File: config.mk
export PLATFORM = sky130hd
export DESIGN_NAME = periodic_dose_pump_scheduler
export DESIGN_NICKNAME = d
export VERILOG_FILES = /design/src/rtl/core/pdps_pkg.sv /design/src/rtl/core/periodic_dose_pump_scheduler.sv
export SDC_FILE = /design/constraint.sdc
export NUM_CORES = 1
export LEC_CHECK = 0
export BUFFER_PORTS_ARGS = -buffer_cell sky130_fd_sc_hd__buf_2
export CELL_PAD_IN_SITES_DETAIL_PLACEMENT = 1
export CELL_PAD_IN_SITES_GLOBAL_PLACEMENT = 1
export CORE_MARGIN = 5
export CORE_UTILIZATION = 44
export CTS_CLUSTER_SIZE = 12
export DETAILED_ROUTE_END_ITERATION = 8
export GPL_TIMING_DRIVEN = 0
export PLACE_DENSITY = 0.87
export SLEW_MARGIN = 25
export SYNTH_ARGS = -nofsm -noshare
export SYNTH_HDL_FRONTEND = slang
export SYNTH_SLANG_ARGS = --single-unit
File: constraint.sdc
create_clock -name clk -period 6.5 [get_ports clk]
set_clock_uncertainty 0.2 [all_clocks]
set_input_delay 0.325 -clock clk [delete_from_list [all_inputs] [get_ports clk]]
set_output_delay 0.325 -clock clk [all_outputs]
set_load 0.005 [all_outputs]
File: src/rtl/core/pdps_pkg.sv
// ----------------------------------------------------------------------------
// pdps_pkg
// Shared widths, codes, constants and tdata bit positions for the periodic
// dose pump scheduler.
// ----------------------------------------------------------------------------
package pdps_pkg;

  // Scheduler clock width (16..64)
  localparam int TIME_W     = 32;
  // Shared subtract/compare unit width
  localparam int UNIT_W     = (TIME_W > 32) ? TIME_W : 32;

  localparam int FLOW_W     = 17;
  localparam int VOL_W      = 16;
  localparam int MS_W       = 16;
  localparam int IVL_W      = 32;
  localparam int SUM_W      = 32;
  localparam int KIND_W     = 2;
  localparam int CHAN_W     = 8;
  localparam int STAT_W     = 3;

  // 6000 * 65535 fits in 29 bits
  localparam int DOSE_SCALE = 6000;
  localparam int PROD_W     = 29;
  localparam int CNT_W      = $clog2(PROD_W);

  localparam int CFG_IDX_W  = 3;
  localparam int CFG_DATA_W = 32;
  localparam int IN_USER_W  = 2;
  localparam int IN_DATA_W  = 8;
  localparam int OUT_DATA_W = 112;

  localparam logic [MS_W-1:0]   MAX_DOSE_RST = 16'hFFFF;
  localparam logic [KIND_W-1:0] KIND_DIGITAL = 2'd0;
  localparam logic [KIND_W-1:0] KIND_DC      = 2'd1;
  localparam logic [CHAN_W-1:0] DIG_CH_LO    = 8'd21;
  localparam logic [CHAN_W-1:0] DIG_CH_HI    = 8'd25;
  localparam logic [CHAN_W-1:0] DC_CH_LO     = 8'd27;
  localparam logic [CHAN_W-1:0] DC_CH_HI     = 8'd30;

  // Result tdata bit positions
  localparam int O_PUMP     = 0;
  localparam int O_FAULT    = 1;
  localparam int O_BEGAN    = 2;
  localparam int O_ENDED    = 3;
  localparam int O_FAILED   = 4;
  localparam int O_REFUSED  = 5;
  localparam int O_STAT_LO  = 6;
  localparam int O_TOTAL_LO = O_STAT_LO + STAT_W;
  localparam int O_IVL_LO   = O_TOTAL_LO + SUM_W;
  localparam int O_DOSE_LO  = O_IVL_LO + IVL_W;
  localparam int O_FLOW_LO  = O_DOSE_LO + MS_W;

  typedef enum logic [1:0] {
    OP_TICK,
    OP_MANUAL,
    OP_CLEAR,
    OP_APPLY
  } opcode_t;

  typedef enum logic [STAT_W-1:0] {
    ST_OK,
    ST_CAPPED,
    ST_LIMITED,
    ST_BAD_VOLUME,
    ST_DISABLED,
    ST_NO_APPLY
  } status_t;

  typedef enum logic [CFG_IDX_W-1:0] {
    CFG_AUTO_ENABLE,
    CFG_FLOW_SETPOINT,
    CFG_DOSE_VOLUME,
    CFG_DOSE_TIME,
    CFG_MIN_INTERVAL,
    CFG_MAX_DOSE,
    CFG_DRIVE_KIND,
    CFG_DRIVE_CHANNEL
  } cfg_reg_t;

  typedef enum logic [3:0] {
    S_IDLE,
    S_TADV,
    S_ESUB,
    S_ECMP,
    S_ISUB,
    S_ICMP,
    S_START,
    S_CLEAR,
    S_APPLY,
    S_DIV,
    S_CAP,
    S_CLMIN,
    S_CLMAX,
    S_FIN
  } state_t;

endpackage

File: src/rtl/core/periodic_dose_pump_scheduler.sv
// Steps: a tick advances time, ends an expired dose, then may start one; a
//   manual dose may start one; clear volume, or apply with a bad volume or
//   zero flow, goes to the result; else apply divides, twice when capped, each
//   quotient in 29 steps of the bit-serial divider on the shared unit.
// Throughput: one transaction at a time; input is ready as the result appears.
// Reset (rst_n low, synchronous): state, flags and settings clear, max dose
//   reads 65535, no result pending; working registers and tdata are not reset.
// ----------------------------------------------------------------------------
// periodic_dose_pump_scheduler
// Sequencer around one shared subtract/compare unit that runs ticks, manual
// doses, volume clears and settings application with a restoring divider.
// ----------------------------------------------------------------------------
module periodic_dose_pump_scheduler (
  input  logic                              clk,
  input  logic                              rst_n,
  // tuser: opcode[1:0]
  input  logic [pdps_pkg::IN_USER_W-1:0]    in_tuser,
  // tdata: drive_ready[0], zero fill [7:1]
  input  logic [pdps_pkg::IN_DATA_W-1:0]    in_tdata,
  input  logic                              in_tvalid,
  output logic                              in_tready,
  // tdata: pump_on, fault_flag, dose_began, dose_ended, start_failed,
  //   manual_refused, settings_status[2:0], total_volume_ul[31:0],
  //   interval_now_ms[31:0], dose_now_ms[15:0], flow_now[16:0], zero fill
  output logic [pdps_pkg::OUT_DATA_W-1:0]   out_tdata,
  output logic                              out_tvalid,
  input  logic                              out_tready,
  input  logic                              cfg_valid,
  output logic                              cfg_ready,
  input  logic [pdps_pkg::CFG_IDX_W-1:0]    cfg_index,
  input  logic [pdps_pkg::CFG_DATA_W-1:0]   cfg_data
);
  import pdps_pkg::*;

  // configuration
  logic              auto_en_r;
  logic [FLOW_W-1:0] flow_set_r;
  logic [VOL_W-1:0]  vol_r;
  logic [MS_W-1:0]   dose_time_r;
  logic [IVL_W-1:0]  min_ivl_r;
  logic [MS_W-1:0]   max_dose_r;
  logic [KIND_W-1:0] kind_r;
  logic [CHAN_W-1:0] chan_r;

  // scheduler state
  state_t            state_r, state_nxt;
  logic [TIME_W-1:0] time_r, time_nxt;
  logic [TIME_W-1:0] last_start_r, last_start_nxt;
  logic [TIME_W-1:0] dose_start_r, dose_start_nxt;
  logic              dosing_r, dosing_nxt;
  logic [SUM_W-1:0]  vol_sum_r, vol_sum_nxt;
  logic              fault_r, fault_nxt;
  logic [IVL_W-1:0]  interval_r, interval_nxt;
  logic [MS_W-1:0]   on_time_r, on_time_nxt;
  logic [FLOW_W-1:0] flow_r, flow_nxt;

  // per-transaction flags
  logic              began_r, began_nxt;
  logic              ended_r, ended_nxt;
  logic              failed_r, failed_nxt;
  logic              refused_r, refused_nxt;
  status_t           status_r, status_nxt;
  logic              second_r, second_nxt;
  logic              lim_r, lim_nxt;
  logic [CNT_W-1:0]  cnt_r, cnt_nxt;
  logic              out_tvalid_r, out_tvalid_nxt;

  // working registers
  opcode_t                 op_r, op_nxt;
  logic                    ready_r, ready_nxt;
  logic [TIME_W-1:0]       diff_r, diff_nxt;
  logic [PROD_W-1:0]       quo_r, quo_nxt;
  logic [FLOW_W-1:0]       rem_r, rem_nxt;
  logic [FLOW_W-1:0]       div_r, div_nxt;
  logic [IVL_W-1:0]        iv_r, iv_nxt;
  logic [OUT_DATA_W-1:0]   out_tdata_r, out_tdata_nxt;

  // shared unit
  logic [UNIT_W-1:0] unit_a, unit_b;
  logic [UNIT_W:0]   unit_dif;
  logic              unit_ge;
  logic [FLOW_W:0]   trial;
  logic [PROD_W-1:0] product;
  logic              chan_ok;

  assign in_tready  = (state_r == S_IDLE);
  assign out_tdata  = out_tdata_r;
  assign out_tvalid = out_tvalid_r;
  assign cfg_ready  = 1'b1;

  assign trial   = {rem_r, quo_r[PROD_W-1]};
  assign product = PROD_W'(vol_r) * PROD_W'(DOSE_SCALE);
  assign chan_ok = ((kind_r == KIND_DIGITAL) && (chan_r >= DIG_CH_LO) && (chan_r <= DIG_CH_HI))
                || ((kind_r == KIND_DC) && (chan_r >= DC_CH_LO) && (chan_r <= DC_CH_HI));

  // operand select for the shared subtract/compare unit
  always_comb begin
    unit_a = '0;
    unit_b = '0;
    case (state_r)
      S_ESUB: begin
        unit_a = UNIT_W'(time_r);
        unit_b = UNIT_W'(dose_start_r);
      end
      S_ECMP: begin
        unit_a = UNIT_W'(diff_r);
        unit_b = UNIT_W'(on_time_r);
      end
      S_ISUB: begin
        unit_a = UNIT_W'(time_r);
        unit_b = UNIT_W'(last_start_r);
      end
      S_ICMP: begin
        unit_a = UNIT_W'(diff_r);
        unit_b = UNIT_W'(interval_r);
      end
      S_DIV: begin
        unit_a = UNIT_W'(trial);
        unit_b = UNIT_W'(div_r);
      end
      S_CAP: begin
        unit_a = UNIT_W'(iv_r);
        unit_b = UNIT_W'(dose_time_r);
      end
      S_CLMIN: begin
        unit_a = UNIT_W'(iv_r);
        unit_b = UNIT_W'(min_ivl_r);
      end
      S_CLMAX: begin
        unit_a = UNIT_W'(max_dose_r);
        unit_b = UNIT_W'(on_time_r);
      end
      default: begin
        unit_a = '0;
        unit_b = '0;
      end
    endcase
  end

  assign unit_dif = {1'b0, unit_a} - {1'b0, unit_b};
  assign unit_ge  = ~unit_dif[UNIT_W];

  always_comb begin
    logic [PROD_W-1:0] q_step;
    logic              lim_v;
    logic [SUM_W:0]    sum_w;

    q_step = {quo_r[PROD_W-2:0], unit_ge};
    lim_v  = lim_r | ~unit_ge;
    sum_w  = {1'b0, vol_sum_r} + (SUM_W+1)'(vol_r);

    state_nxt      = state_r;
    time_nxt       = time_r;
    last_start_nxt = last_start_r;
    dose_start_nxt = dose_start_r;
    dosing_nxt     = dosing_r;
    vol_sum_nxt    = vol_sum_r;
    fault_nxt      = fault_r;
    interval_nxt   = interval_r;
    on_time_nxt    = on_time_r;
    flow_nxt       = flow_r;
    began_nxt      = began_r;
    ended_nxt      = ended_r;
    failed_nxt     = failed_r;
    refused_nxt    = refused_r;
    status_nxt     = status_r;
    second_nxt     = second_r;
    lim_nxt        = lim_r;
    cnt_nxt        = cnt_r;
    op_nxt         = op_r;
    ready_nxt      = ready_r;
    diff_nxt       = diff_r;
    quo_nxt        = quo_r;
    rem_nxt        = rem_r;
    div_nxt        = div_r;
    iv_nxt         = iv_r;
    out_tdata_nxt  = out_tdata_r;
    out_tvalid_nxt = out_tvalid_r & ~out_tready;

    case (state_r)
      S_IDLE: begin
        if (in_tvalid) begin
          op_nxt      = opcode_t'(in_tuser);
          ready_nxt   = in_tdata[0];
          began_nxt   = 1'b0;
          ended_nxt   = 1'b0;
          failed_nxt  = 1'b0;
          refused_nxt = 1'b0;
          status_nxt  = ST_NO_APPLY;
          case (opcode_t'(in_tuser))
            OP_TICK:   state_nxt = S_TADV;
            OP_MANUAL: state_nxt = S_ISUB;
            OP_CLEAR:  state_nxt = S_CLEAR;
            OP_APPLY:  state_nxt = S_APPLY;
            default:   state_nxt = S_FIN;
          endcase
        end
      end
      S_TADV: begin
        time_nxt  = time_r + TIME_W'(1);
        state_nxt = S_ESUB;
      end
      S_ESUB: begin
        diff_nxt  = unit_dif[TIME_W-1:0];
        state_nxt = S_ECMP;
      end
      S_ECMP: begin
        // end an expired dose
        if (dosing_r && unit_ge) begin
          dosing_nxt = 1'b0;
          ended_nxt  = 1'b1;
        end
        state_nxt = S_ISUB;
      end
      S_ISUB: begin
        diff_nxt = unit_dif[TIME_W-1:0];
        if (op_r == OP_TICK) begin
          if (auto_en_r && !dosing_r && (interval_r != '0)) begin
            state_nxt = S_ICMP;
          end else begin
            state_nxt = S_FIN;
          end
        end else if (dosing_r || (interval_r == '0)) begin
          refused_nxt = 1'b1;
          state_nxt   = S_FIN;
        end else begin
          state_nxt = S_ICMP;
        end
      end
      S_ICMP: begin
        if (unit_ge) begin
          state_nxt = S_START;
        end else begin
          refused_nxt = (op_r == OP_MANUAL);
          state_nxt   = S_FIN;
        end
      end
      S_START: begin
        if (!chan_ok || !ready_r) begin
          fault_nxt  = 1'b1;
          failed_nxt = 1'b1;
        end else begin
          dosing_nxt     = 1'b1;
          began_nxt      = 1'b1;
          dose_start_nxt = time_r;
          last_start_nxt = time_r;
          // saturate the volume sum
          vol_sum_nxt    = sum_w[SUM_W] ? '1 : sum_w[SUM_W-1:0];
        end
        state_nxt = S_FIN;
      end
      S_CLEAR: begin
        vol_sum_nxt = '0;
        state_nxt   = S_FIN;
      end
      S_APPLY: begin
        flow_nxt = flow_set_r;
        if (vol_r == '0) begin
          fault_nxt    = 1'b1;
          interval_nxt = '0;
          status_nxt   = ST_BAD_VOLUME;
          state_nxt    = S_FIN;
        end else if (flow_set_r == '0) begin
          fault_nxt    = 1'b0;
          interval_nxt = '0;
          status_nxt   = ST_DISABLED;
          state_nxt    = S_FIN;
        end else begin
          quo_nxt    = product;
          rem_nxt    = '0;
          div_nxt    = flow_set_r;
          cnt_nxt    = '0;
          second_nxt = 1'b0;
          state_nxt  = S_DIV;
        end
      end
      S_DIV: begin
        // one restoring step per cycle, quotient shifts in at the bottom
        rem_nxt = unit_ge ? unit_dif[FLOW_W-1:0] : trial[FLOW_W-1:0];
        quo_nxt = q_step;
        cnt_nxt = cnt_r + CNT_W'(1);
        if (cnt_r == CNT_W'(PROD_W - 1)) begin
          if (second_r) begin
            flow_nxt   = q_step[FLOW_W-1:0];
            fault_nxt  = 1'b1;
            status_nxt = ST_CAPPED;
            state_nxt  = S_FIN;
          end else begin
            iv_nxt    = IVL_W'(q_step);
            state_nxt = S_CAP;
          end
        end
      end
      S_CAP: begin
        on_time_nxt = dose_time_r;
        if (!unit_ge) begin
          // interval shorter than the dose: cap it and derive a lower flow
          interval_nxt = IVL_W'(dose_time_r);
          quo_nxt      = product;
          rem_nxt      = '0;
          div_nxt      = FLOW_W'(dose_time_r);
          cnt_nxt      = '0;
          second_nxt   = 1'b1;
          state_nxt    = S_DIV;
        end else begin
          lim_nxt   = 1'b0;
          state_nxt = S_CLMIN;
        end
      end
      S_CLMIN: begin
        if (!unit_ge) begin
          iv_nxt  = min_ivl_r;
          lim_nxt = 1'b1;
        end
        state_nxt = S_CLMAX;
      end
      S_CLMAX: begin
        if (!unit_ge) begin
          on_time_nxt = max_dose_r;
        end
        lim_nxt      = lim_v;
        interval_nxt = iv_r;
        fault_nxt    = lim_v;
        status_nxt   = lim_v ? ST_LIMITED : ST_OK;
        state_nxt    = S_FIN;
      end
      S_FIN: begin
        // hold until the output slot is free
        if (!out_tvalid_r || out_tready) begin
          out_tdata_nxt                          = '0;
          out_tdata_nxt[O_PUMP]                  = dosing_r;
          out_tdata_nxt[O_FAULT]                 = fault_r;
          out_tdata_nxt[O_BEGAN]                 = began_r;
          out_tdata_nxt[O_ENDED]                 = ended_r;
          out_tdata_nxt[O_FAILED]                = failed_r;
          out_tdata_nxt[O_REFUSED]               = refused_r;
          out_tdata_nxt[O_STAT_LO +: STAT_W]     = STAT_W'(status_r);
          out_tdata_nxt[O_TOTAL_LO +: SUM_W]     = vol_sum_r;
          out_tdata_nxt[O_IVL_LO +: IVL_W]       = interval_r;
          out_tdata_nxt[O_DOSE_LO +: MS_W]       = on_time_r;
          out_tdata_nxt[O_FLOW_LO +: FLOW_W]     = flow_r;
          out_tvalid_nxt                         = 1'b1;
          state_nxt                              = S_IDLE;
        end
      end
      default: begin
        state_nxt = S_IDLE;
      end
    endcase
  end

  always_ff @(posedge clk) begin
    if (!rst_n) begin
      state_r      <= S_IDLE;
      time_r       <= '0;
      last_start_r <= '0;
      dose_start_r <= '0;
      dosing_r     <= 1'b0;
      vol_sum_r    <= '0;
      fault_r      <= 1'b0;
      interval_r   <= '0;
      on_time_r    <= '0;
      flow_r       <= '0;
      began_r      <= 1'b0;
      ended_r      <= 1'b0;
      failed_r     <= 1'b0;
      refused_r    <= 1'b0;
      status_r     <= ST_NO_APPLY;
      second_r     <= 1'b0;
      lim_r        <= 1'b0;
      cnt_r        <= '0;
      out_tvalid_r <= 1'b0;
    end else begin
      state_r      <= state_nxt;
      time_r       <= time_nxt;
      last_start_r <= last_start_nxt;
      dose_start_r <= dose_start_nxt;
      dosing_r     <= dosing_nxt;
      vol_sum_r    <= vol_sum_nxt;
      fault_r      <= fault_nxt;
      interval_r   <= interval_nxt;
      on_time_r    <= on_time_nxt;
      flow_r       <= flow_nxt;
      began_r      <= began_nxt;
      ended_r      <= ended_nxt;
      failed_r     <= failed_nxt;
      refused_r    <= refused_nxt;
      status_r     <= status_nxt;
      second_r     <= second_nxt;
      lim_r        <= lim_nxt;
      cnt_r        <= cnt_nxt;
      out_tvalid_r <= out_tvalid_nxt;
    end
  end

  always_ff @(posedge clk) begin
    op_r        <= op_nxt;
    ready_r     <= ready_nxt;
    diff_r      <= diff_nxt;
    quo_r       <= quo_nxt;
    rem_r       <= rem_nxt;
    div_r       <= div_nxt;
    iv_r        <= iv_nxt;
    out_tdata_r <= out_tdata_nxt;
  end

  // configuration writes
  always_ff @(posedge clk) begin
    if (!rst_n) begin
      auto_en_r   <= 1'b0;
      flow_set_r  <= '0;
      vol_r       <= '0;
      dose_time_r <= '0;
      min_ivl_r   <= '0;
      max_dose_r  <= MAX_DOSE_RST;
      kind_r      <= '0;
      chan_r      <= '0;
    end else if (cfg_valid) begin
      case (cfg_index)
        CFG_AUTO_ENABLE:   auto_en_r   <= cfg_data[0];
        CFG_FLOW_SETPOINT: flow_set_r  <= cfg_data[FLOW_W-1:0];
        CFG_DOSE_VOLUME:   vol_r       <= cfg_data[VOL_W-1:0];
        CFG_DOSE_TIME:     dose_time_r <= cfg_data[MS_W-1:0];
        CFG_MIN_INTERVAL:  min_ivl_r   <= cfg_data[IVL_W-1:0];
        CFG_MAX_DOSE:      max_dose_r  <= cfg_data[MS_W-1:0];
        CFG_DRIVE_KIND:    kind_r      <= cfg_data[KIND_W-1:0];
        CFG_DRIVE_CHANNEL: chan_r      <= cfg_data[CHAN_W-1:0];
        default: begin
        end
      endcase
    end
  end

endmodule

==> impl_metrics.py <==
metrics = {
    "run_status": {
        "status": "finished with violations",
        "violations": "setup timing",
    },
    "timing": {
        "fmax_ghz": 0.153,
        "finalSetupViolCount": 18,
        "worst_slack_ps": -34.1,
        "hold_viol": 0,
        "fin_crit_ps": 6530,
        "slew_viol_final": 0,
        "worst_hold_slack_ps": 142,
        "worst_slew_pin_slew_ps": 1100,
        "fin_crit_sh_pct": 101,
        "rsz0062_at_grt": "no",
        "slew_headroom_pct": 26.8,
    },
    "final_layout": {
        "syn2layout_area_growth_pct": 15.8,
        "seq_area_mm2": 0.0129,
        "design_area_mm2": 0.0320,
        "multi_input_area_mm2": 0.0135,
        "stdcell_count": 3984,
        "nets": 3346,
        "fillerInstances": 7063,
        "drive_gt1_share_pct": 11.5,
        "fin_util_pct": 51.6,
    },
    "global_routing": {
        "grt_use_total_pct": 30.8,
        "antenna_found_initial": 4,
        "overflow": 0,
        "first_global_vias": 25720,
        "grt_pass1_wl_um": 160000,
        "grt_max_degree": 42,
    },
    "critical_path": {
        "worstSetupEndpointType": "register",
        "path_cells": "buf_2, buf_2, nand2_1, o21ai_1, clkbuf_1, a221oi_1, ha_1, inv_1, fa_1, a211oi_1, o21ai_1, a211oi_4, a211o_1, o31ai_2, a21oi_4, buf_4, a21oi_1, nor2_4, buf_12",
        "path_max_fanout": 24,
        "start_kind": "register",
        "worstPathArrival_ps": 6690,
        "worst-path-buf-inv": 6,
        "required_ps": 6660,
        "slowest_stage": "o21ai_1",
        "critPathKind": "reg2reg",
        "critical-path-top-delay-family": "compound AO/OA/AOI/OAI gates",
        "slowest_delay_ps": 810,
        "rrSetupSlack_ps": -30,
    },
    "synth": {
        "synth_warnings": 0,
        "syn_inst": 2837,
        "avgSynthCellArea_um2": 9.72,
        "synth_cell_types": 92,
        "ys_top_cells_by_area": "edfxtp_1 26%, dfxtp_1 21%, nand2_1 6.6%, ha_1 5.9%, fa_1 5.1%",
        "yosysSeqAreaShare_pct": 46.7,
        "synth-seq-cells": 526,
        "synthFlopType": "dfxtp_1",
        "synth_top_area_share_pct": 25.7,
        "synth-edff-count": 236,
        "yosys.area.top_type": "edfxtp_1",
        "async_reset_ff_share_pct": 0,
        "synth_area_mm2": 0.0276,
    },
    "detailed_routing": {
        "first_pass_iters": 9,
        "drtIter0Drc": 2519,
        "ant_nets": 0,
        "wirelength_um": 107000,
        "wl_per_cell_um": 26.9,
        "drc_errors": 0,
        "vias": 24425,
        "avgViaCountPerCell": 6.13,
    },
    "clock_tree": {
        "h-tree-depth": 2,
        "clk_pin_slew_worst_paths_ps": 60,
        "ctsLongestPathBuffers": 3,
        "cts_tree": "built",
        "cts_sinks": 526,
        "cts_buffers": 57,
        "cts-root-buf": "clkbuf_16",
        "insertion_delay_ps": 660,
    },
    "placement": {
        "dp_hpwl_um": 82100,
        "pre_cts_ws_ps": -1310,
        "dp_cells": 3832,
        "globalplace.congestion": 0.997,
        "numPortBuffers": 147,
        "place_area_mm2": 0.0296,
    },
    "die": {
        "die_w_um": 260,
        "die_area_mm2": 0.0678,
        "ios": 165,
        "initial_utilization_pct": 44.5,
        "die_y_um": 260,
        "fp.coreArea_mm2": 0.0619,
        "rows": 91,
    },
    "hold_path": {
        "hp-class": "in2reg",
    },
    "job": {
        "maxCapViolCount": 0,
    },
    "power": {
        "p_per_area_mw_per_mm2": 413,
        "peakVddDrop_mv": 0.476,
        "p_leak_nw": 12.4,
    },
}
## cell type report
class                      count  share of cell area [%]
multi-input combinational   1989                    42.1
sequential                   526                    40.3
clock buffer                  90                    5.33
timing repair buffer         195                    4.03
tap                          837                    3.28
buffer                       160                    2.24
inverter                     166                    1.95
clock inverter                18                   0.685
antenna                        3                  0.0235
## power breakdown
group          switching, W  internal [W]  leakage, nW
logic               0.00366       0.00182         7.00
registers          0.000252       0.00409         4.49
clock network       0.00145       0.00193        0.940
## path summary, 6_finish.rpt
kind / endpoint / cells after the start / start
worst min-delay path: flow_set_r[3] / 5 / cfg_index[0]
worst max register to register: iv_r[22] / 19 / state_r[0]
worst min register to register: out_tdata[32] / 0 / vol_sum_r[23]
worst max-delay path: iv_r[22] / 19 / state_r[0]
## synth_stat cells (all sizes together) (15+ instances only)
master    n
clkbuf  117
a21o     29
ha      131
nor2b    15
o221a    18
a211oi   22
fa       70
nor4     21
nor2    157
mux2     28
a32oi    16
o21a     33
a311oi   24
dfxtp   290
buf      44
a22oi    49
inv     165
xnor2    42
o21ai    75
nor3     49
nand4    26
a222oi   45
nand2   485
and3     39
xor2     38
a21oi   251
a22o     18
nand3   104
mux2i    19
edfxtp  236
## flip-flops by register name, summed over array words and instances, names as in the netlist, 17 cells and up
name and flops:
diff_r 32, div_r 17, dose_start_r 32, flow_r 17, flow_set_r 17, interval_r 32
iv_r 32, min_ivl_r 32, out_tdata 106, quo_r 29, rem_r 17, time_r 32
vol_sum_r 32
## stage by stage
stage                     power [W]  setup TNS [ps]
after floorplan             0.00773               0
after global placement      0.00938         -592870
after detailed placement    0.00959          -74370
after CTS                    0.0130               0
after global routing         0.0136               0
final                        0.0132            -407
## placed cells by master (no fill, tap or decap), types with 18 or more instances in the layout
master	n
dfxtp_1	290
fa_1	70
nand4_1	26
a222oi_1	45
dlygate4sd3_1	40
o21ai_0	66
nor3_1	43
a311oi_1	24
xor2_1	38
a22o_1	18
inv_1	164
o21a_1	33
ha_1	131
edfxtp_1	236
a21o_1	29
clkbuf_1	124
mux2i_1	19
and3_1	38
a21oi_1	250
mux2_2	28
nand2_1	482
clkbuf_16	60
buf_2	167
a22oi_1	49
nor2_1	154
xnor2_1	42
nand3_1	103
a211oi_1	20
nor4_1	20
## metal layers
layer	vias up	wire (um)	part of all wire, %	track usage (%)
met5	-	13	0.012	0
met3	276	8850	8.3	5.54
met2	1188	50300	47	50.9
li1	10731	-	-	-
met1	12228	42200	39	39.5
met4	2	5730	5.4	14.0
## worst register-to-register path, stage by stage, from the launching register on
cell	delay, ps
dfxtp_1	310
buf_2	190
buf_2	270
nand2_1	170
o21ai_1	810
clkbuf_1	680
a221oi_1	190
ha_1	290
inv_1	80
fa_1	240
a211oi_1	110
o21ai_1	370
a211oi_4	170
a211o_1	420
o31ai_2	630
a21oi_4	260
buf_4	290
a21oi_1	250
nor2_4	90
buf_12	210
## kinds of logic after synthesis
group,after synthesis,synth area share [%]
xor+xnor,80,2.54
fa+ha+maj,201,11.0
mux,47,1.83
other cells,2,0.0272
buf+inv,327,4.78
flops,526,46.7
simple gates,963,15.8
compound gates,691,17.3
## timing repair
item,CTS,global route
gates resized for setup,13,15
endpoints found under the setup margin,169,79
setup buffers,2,0
pin swaps,1,0
endpoints found under the hold margin,118,0
hold buffers,40,0
No activity file was read; power rests on OpenSTA's default activity.
